===== config.mk =====
export PLATFORM = sky130hd
export DESIGN_NAME = ccidx_cell
export DESIGN_NICKNAME = d
export VERILOG_FILES = /design/src/sv/ccidx_cell.sv
export SDC_FILE = /design/constraint.sdc
export NUM_CORES = 1
export LEC_CHECK = 0
export BUFFER_PORTS_ARGS = -buffer_cell sky130_fd_sc_hd__buf_4
export CAP_MARGIN = 15
export CORE_MARGIN = 1.5
export CORE_UTILIZATION = 42
export DETAILED_ROUTE_END_ITERATION = 16
export PLACE_DENSITY = 0.81
export SETUP_SLACK_MARGIN = 0.1
export SYNTH_ARGS = -nofsm -noshare
export SYNTH_HDL_FRONTEND = slang
export SYNTH_SLANG_ARGS = --single-unit

===== constraint.sdc =====
create_clock -name clk -period 0.83 [get_ports clk]
set_input_delay 0.083 -clock clk [delete_from_list [all_inputs] [get_ports clk]]
set_output_delay 0.083 -clock clk [all_outputs]
set_load 0.05 [all_outputs]

===== src/sv/ccidx_cell.sv =====
// ----------------------------------------------------------------------------
// Window cell
// One stage of the typical-price chain; takes its neighbour's value on shift.
// ----------------------------------------------------------------------------
`default_nettype none

module ccidx_cell #(
  parameter int unsigned W = 34
) (
  input  wire logic         clk,
  input  wire logic         shift,
  input  wire logic [W-1:0] din,
  output logic      [W-1:0] dout
);

  logic [W-1:0] val;

  always_ff @(posedge clk) begin
    if (shift) begin
      val <= din;
    end
  end

  assign dout = val;

endmodule

`default_nettype wire


* Word-level counts from Yosys, hierarchy flattened
Index checks and enable logic that the tools add are counted.
** Storage, ports and cells
- Bits in registers :: 34
- Input port bits :: 36
- Output and inout port bits :: 34
- Word-level logic and storage cells :: 1

* Longest topological paths before layout
Gate-level depths: netlist of the first run.
- Depth after elaboration :: 0
- Mapped depth :: 0
- Depth with buffers taken out :: 0

* Worst setup path after synthesis of the first run
Ideal clock, no wire load.
- Path type :: flip-flop to output port
- From :: reg val[0], in the netlist dout[0]
- To :: out dout[0]
- Data arrival time :: 601 ps
- Data required time :: 747 ps
- Path slack :: 146 ps
- Stages on the path, launching flop included :: 1
- Path buffers :: 0
- Path through :: edfxtp_1
** RTL lines
- start, declared :: line 16 : logic [W-1:0] val;
- start signal, assigned :: line 20 : val <= din;
- end, declared :: line 13 : output logic [W-1:0] dout
No word-level cell between the ends.

* Final worst setup path of the first run
- From :: reg val[11], in the netlist dout[11]
- To :: out dout[11]
No word-level cell between the ends.

==> results of run 1 <==
cell type report:
type                  count  share of cell area (%)
Antenna cell              1                   0.118
Timing Repair Buffer    105                    48.2
Sequential cell          34                    47.9
Clock buffer              7                    2.12
Tap cell                 28                    1.65
path summary, 6_finish.rpt:
path	startpoint	end	slack, ns
setup / recovery	dout[11]	dout[11]	-0.22
hold / removal	shift	dout[5]	0.14
layout by cell type (no fill, tap or decap):
cell / Yosys / routed
edfxtp_1: 34 / 34
buf_6: 0 / 34
diode_2: 0 / 1
dlygate4sd3_1: 0 / 34
buf_12: 0 / 2
clkbuf_1: 0 / 2
buf_4: 0 / 35
clkbuf_4: 0 / 5
cells by family after synthesis:
kind of cell	after synthesis
flops	34
metrics by stage:
| stage | hold slack [ns] | total power [mW] | setup WS [ns] | cell area [µm²] |
|---|---|---|---|---|
| 2_1_floorplan | 0.182 | 2.59 | 0.146 | 1020 |
| 3_3_place_gp | 0.261 | 2.95 | 0.183 | 1610 |
| 3_5_place_dp | 0.262 | 2.97 | 0.181 | 1610 |
| 4_1_cts | 0.144 | 3.97 | -0.165 | 2130 |
| 6_report | 0.145 | 4.12 | -0.220 | 2130 |
| 5_1_grt | 0.138 | 4.23 | -0.244 | 2130 |
repair_timing:
action / CTS / global route
setup endpoints to repair: 34 / 34
resized for setup: 34 / 0
pin swaps: 0 / 0
endpoints found under the hold margin: 34 / 0
hold buffers: 34 / 0
report_power, final:
part | switching, mW | internal (mW)
combinational | 0.646 | 0.468
sequential | 0.0828 | 2.04
clock | 0.564 | 0.320
total | 1.29 | 2.83
routing by layer:
layer | wire length, µm | up-vias
met1 | 1420 | 431
met5 | 0 | -
met4 | 119 | 0
met2 | 2520 | 60
met3 | 284 | 14
li1 | - | 361
==> impl_metrics.py, run 1 <==
metrics = {
    "placement": {
        "numPortBuffers": 69,
        "dp.cells": 133,
        "place_congestion": 0.644,
    },
    "drt": {
        "wl_um": 4350,
        "drc": 0,
        "num_vias": 866,
        "post_drt_wl_per_cell_um": 24.9,
        "first_pass_iters": 4,
        "drt-vias-per-instance": 4.95,
        "ant_nets": 0,
        "drt_iter0_markers": 30,
    },
    "worst_setup_path": {
        "required_ns": 0.75,
        "slowest_delay_ns": 0.44,
        "slowest_stage": "edfxtp_1",
        "crit_chain": "buf_6",
        "cp.arrival_ns": 0.97,
        "end_kind": "output port",
        "cp_top_family": "flip-flops",
        "critPathKind": "flop to output port",
        "cp_max_fo": 1,
        "crit_cells": 1,
        "startpoint_type": "flop",
        "cp.buffers_inverters": 1,
    },
    "timing": {
        "slew_headroom_pct": 90.9,
        "fin_crit_ns": 1.05,
        "max_freq_mhz": 953,
        "timing.final.crit_share_pct": 126,
        "drv_slew": 0,
        "max_slew.worst_pin.slew_ns": 0.136,
        "layout_setup_ws_ns": -0.220,
        "rsz0062_at_grt": "yes",
        "setup-violations-final": 34,
        "tns_ns": -6.09,
        "report.final.hold_viol_count": 0,
    },
    "clock_network": {
        "cts_buffers": 5,
        "clock-sinks": 34,
        "cts_setup_buffers": 0,
        "cts_tree": "yes",
        "h-tree-depth": 2,
        "clockRootBuffer": "clkbuf_4",
        "clockBufferDepth": 2,
        "path_clk_slew_ns": 0.11,
    },
    "synthesis": {
        "synth_warnings": 0,
        "synth_cells": 34,
        "synth-seq-cells": 34,
        "synth-xor-area-share_pct": 0,
        "async_flop_share_pct": 0,
        "synth-simple-area-share_pct": 0,
        "syn_area_um2": 1020,
        "synth.distinct_cells": 1,
        "yosys-top-cells-area": "edfxtp_1 (100%)",
        "synthMostInstantiatedCell": "edfxtp_1",
        "synth-adder-area-share_pct": 0,
        "synth_top_area_share_pct": 100,
        "synthFlopType": "edfxtp_1",
        "synth_compound_area_share_pct": 0,
        "synth_largest_area_cell": "edfxtp_1",
        "syn_avg_cell_area_um2": 30.0,
        "ys_seq_area_share_pct": 100,
        "synthTopCellsByCount": "edfxtp_1 (34)",
        "synthesis.nets": 70,
        "muxShareOfSynthArea_pct": 0,
        "synth_enable_flop_cells": 34,
    },
    "power_and_ir_drop": {
        "peakVddDrop_uv": 1700,
        "powerDensity_nw_per_um2": 1940,
        "p_leak_nw": 0.893,
    },
    "floorplanning": {
        "initial_core_util_pct": 45.3,
        "placementRows": 17,
        "dieArea_um2": 2740,
        "coreArea_um2": 2250,
        "io_pins": 70,
        "die_h_um": 52.3,
        "die_w_um": 52.3,
    },
    "global_route": {
        "grt_pass1_wl_um": 5590,
        "track_usage_pct": 33.7,
        "grt_use_met3_pct": 14.0,
        "gr-max-usage-layer": "met2",
        "grtUsageMet1_pct": 32.9,
        "antenna_found_initial": 1,
        "use_met2_pct": 60.8,
        "grt_pass1_vias": 930,
        "grt_max_degree": 19,
        "grt_overflow_total": 0,
    },
    "run_status": {
        "violations": "setup timing",
        "status": "complete, but fails checks",
    },
    "layout": {
        "multiInputGateArea_um2": 0,
        "layout.area.seq_um2": 1020,
        "final_nets": 182,
        "n_fill_cell": 46,
        "final_layout_size_suffix_gt1_share_pct": 52.1,
        "area_growth_pct": 109,
        "fin_util_pct": 94.5,
        "largest_reg_flops": 34,
        "multi_input_cells": 0,
        "instances_no_fill": 175,
    },
    "min_path": {
        "worstHoldPathCells": 2,
        "min_path_type": "primary input to flop",
    },
    "flow_run": {
        "maxCapViolations": 0,
    },
}
(Power assumes the default switching activity.)
==> run 2: changes to the inputs <==
--- a/config.mk
+++ b/config.mk
@@ -7,6 +7,7 @@
 export LEC_CHECK = 0
 export BUFFER_PORTS_ARGS = -buffer_cell sky130_fd_sc_hd__buf_4
 export CAP_MARGIN = 15
+export CORE_ASPECT_RATIO = 0.7
 export CORE_MARGIN = 1.5
 export CORE_UTILIZATION = 42
 export DETAILED_ROUTE_END_ITERATION = 16
==> impl_metrics.py, run 2 <==
metrics = {
    "synthesis": {
        "yosys-top-cells-area": "edfxtp_1 (100%)",
        "synth_enable_flop_cells": 34,
        "syn_area_um2": 1020,
        "async_flop_share_pct": 0,
        "synth-seq-cells": 34,
        "synthMostInstantiatedCell": "edfxtp_1",
        "synth_warnings": 0,
        "ys_seq_area_share_pct": 100,
        "synth_top_area_share_pct": 100,
        "syn_avg_cell_area_um2": 30.0,
        "synth_largest_area_cell": "edfxtp_1",
        "synthFlopType": "edfxtp_1",
        "synth_cells": 34,
        "synth.distinct_cells": 1,
        "synthesis.nets": 70,
        "synthTopCellsByCount": "edfxtp_1 (34)",
    },
    "floorplanning": {
        "placementRows": 14,
        "io_pins": 70,
        "die_w_um": 61.9,
        "initial_core_util_pct": 45.9,
        "die_h_um": 44.3,
    },
    "clock_network": {
        "clockBufferDepth": 2,
        "h-tree-depth": 2,
        "cts-resized-gates": 34,
        "clock-sinks": 34,
        "cts_setup_buffers": 0,
        "clockRootBuffer": "clkbuf_4",
        "cts_buffers": 5,
        "hold_buffers": 34,
    },
    "placement": {
        "numPortBuffers": 69,
        "place_congestion": 0.704,
    },
    "run_status": {
        "status": "aborted with a tool error",
        "lastStage": "4_1_cts",
        "run.stop_error": "[ERROR DPL-0033] detailed placement checks failed during check placement.",
    },
}
## run 2: cell counts after synthesis
No cell type changed its count.
## run 2: stage by stage
| step | instance area, µm² | setup WS [ns] | hold WS (ns) | util, % | std cells |
|---|---|---|---|---|---|
| after floorplan | 1020 | 0.146 | 0.182 | - | 34 |
| after global placement | 1620 | 0.175 | 0.261 | 72.8 | 137 |
| after detailed placement | 1620 | 0.164 | 0.262 | 72.8 | 137 |
## run 2: logic make-up after synthesis
family,synth area share [%]
flops,100
==> run 3: changes to the inputs <==
==> config.mk (replaced) <==
export PLATFORM = sky130hd
export DESIGN_NAME = ccidx_cell
export DESIGN_NICKNAME = d
export VERILOG_FILES = /design/src/sv/ccidx_cell.sv
export SDC_FILE = /design/constraint.sdc
export NUM_CORES = 1
export LEC_CHECK = 0
export BUFFER_PORTS_ARGS = -buffer_cell sky130_fd_sc_hd__buf_4
export CAP_MARGIN = 15
export CORE_AREA = 2 2 63 65
export DETAILED_ROUTE_END_ITERATION = 16
export DIE_AREA = 0 0 65 67
export PLACE_DENSITY_LB_ADDON = 0.15
export SYNTH_ARGS = -nofsm -noshare
export SYNTH_HDL_FRONTEND = slang
export SYNTH_SLANG_ARGS = --single-unit
==> impl_metrics.py, run 3 (synthesis results as in run 1) <==
metrics = {
    "power_and_ir_drop": {
        "p_clk_share_pct": 25.4,
        "power_switching_mw": 1.15,
        "p_leak_nw": 0.906,
        "total_power_mw": 4.24,
        "combPwrFrac_pct": 24.9,
        "power_frac_seq_pct": 49.7,
        "powerDensity_nw_per_um2": 1940,
        "peakVddDrop_uv": 1080,
        "swShare_pct": 27.1,
        "p_int_mw": 3.09,
    },
    "drt": {
        "drc": 0,
        "drt-vias-per-instance": 3.75,
        "num_vias": 728,
        "wl_um": 2170,
        "ant_nets": 0,
        "drt_iter0_markers": 24,
        "first_pass_iters": 2,
        "post_drt_wl_per_cell_um": 11.2,
    },
    "layout": {
        "antenna_cells": 0,
        "largest_reg_flops": 34,
        "n_fill_cell": 280,
        "stdcell_area_um2": 2180,
        "multi_input_cells": 0,
        "area_growth_pct": 114,
        "mostFrequentLayoutCells": "buf_4 (35), edfxtp_1 (34), dlygate4sd3_1 (34), buf_6 (34), clkbuf_8 (5)",
        "multiInputGateArea_um2": 0,
        "final_nets": 182,
        "final_common_cell": "buf_4",
        "final_layout_size_suffix_gt1_share_pct": 52.1,
    },
    "placement": {
        "numPortBuffers": 69,
        "placed_cell_area_um2": 1640,
        "dp_slack_ns": 0.144,
        "place_congestion": 0.609,
    },
    "run_status": {
        "violations": "setup timing",
        "status": "complete, but fails checks",
    },
    "global_route": {
        "antenna_found_initial": 0,
        "grt_overflow_total": 0,
        "grt_max_degree": 25,
        "track_usage_pct": 11.6,
        "grt_pass1_vias": 765,
        "grt_pass1_wl_um": 3510,
    },
    "timing": {
        "max_slew.worst_pin.slew_ns": 0.131,
        "drv_slew": 0,
        "report.final.hold_viol_count": 0,
        "fin_crit_ns": 0.931,
        "setup-violations-final": 34,
        "max_freq_mhz": 1070,
        "layout_setup_ws_ns": -0.101,
        "rsz0062_at_grt": "yes",
        "timing.final.crit_share_pct": 112,
        "slew_headroom_pct": 91.3,
    },
    "worst_setup_path": {
        "critPathKind": "flop to output port",
        "slowest_stage": "edfxtp_1",
        "end_kind": "output port",
        "crit_chain": "buf_6",
        "startpoint_type": "flop",
        "cp.buffers_inverters": 1,
        "cp_max_fo": 1,
        "slowest_delay_ns": 0.40,
        "required_ns": 0.75,
        "cp_top_family": "flip-flops",
        "cp.arrival_ns": 0.85,
    },
    "floorplanning": {
        "initial_core_util_pct": 28.3,
        "placementRows": 22,
        "dieArea_um2": 4360,
        "die_h_um": 67,
        "io_pins": 70,
        "coreArea_um2": 3610,
        "die_w_um": 65,
    },
    "clock_network": {
        "clock-sinks": 34,
        "path_clk_slew_ns": 0.06,
        "clockRootBuffer": "clkbuf_8",
        "h-tree-depth": 2,
        "cts_tree": "yes",
        "clockBufferDepth": 2,
        "cts_buffers": 5,
    },
    "min_path": {
        "min_path_type": "primary input to flop",
    },
    "flow_run": {
        "maxCapViolations": 0,
    },
}
run 3: per-layer routing:
layer / share of wire, % / global-route usage, % / vias up
li1: - / - / 359
met1: 38 / 12.4 / 321
met2: 51 / 18.8 / 46
met3: 9.9 / 6.08 / 2
met4: 0.41 / 5.59 / 0
met5: 0 / 0 / -
run 3: power by group through the flow:
stage,sequential (mW),clock [mW],combinational (mW)
after floorplan,2.59,0,0
after global placement,2.11,0,0.851
after detailed placement,2.11,0,0.855
after CTS,2.10,1.14,1.06
after global routing,2.12,1.23,1.10
final,2.10,1.08,1.05
run 3: stage by stage:
stage / hold WS, ns / util, % / cells / TNS (ns)
2_1_floorplan: 0.182 / - / 34 / 0
3_3_place_gp: 0.261 / 45.5 / 153 / 0
3_5_place_dp: 0.262 / 45.5 / 153 / 0
4_1_cts: 0.164 / 60.5 / 194 / -3.02
5_1_grt: 0.167 / 60.5 / 194 / -3.93
6_report: 0.172 / 60.5 / 194 / -2.47
run 3: cell type report:
type / instances / area (µm²) / area share (%)
tap: 48 / 60.1 / 2.75
sequential: 34 / 1020 / 46.8
timing repair buffer: 105 / 1030 / 47.0
clock buffer: 7 / 76.3 / 3.50
run 3: final timing paths:
check / from / endpoint / slack (ns) / depth (start not counted)
worst max-delay path: dout[0] / dout[0] / -0.10 / 1
worst min-delay path: shift / dout[21] / 0.17 / 2
run 3: timing repair:
action | in CTS | in global routing
hold buffers | 34 | 0
setup buffers | 0 | 0
endpoints found under the setup margin | 34 | 34
endpoints found under the hold margin | 34 | 0
resized for setup | 34 | 0
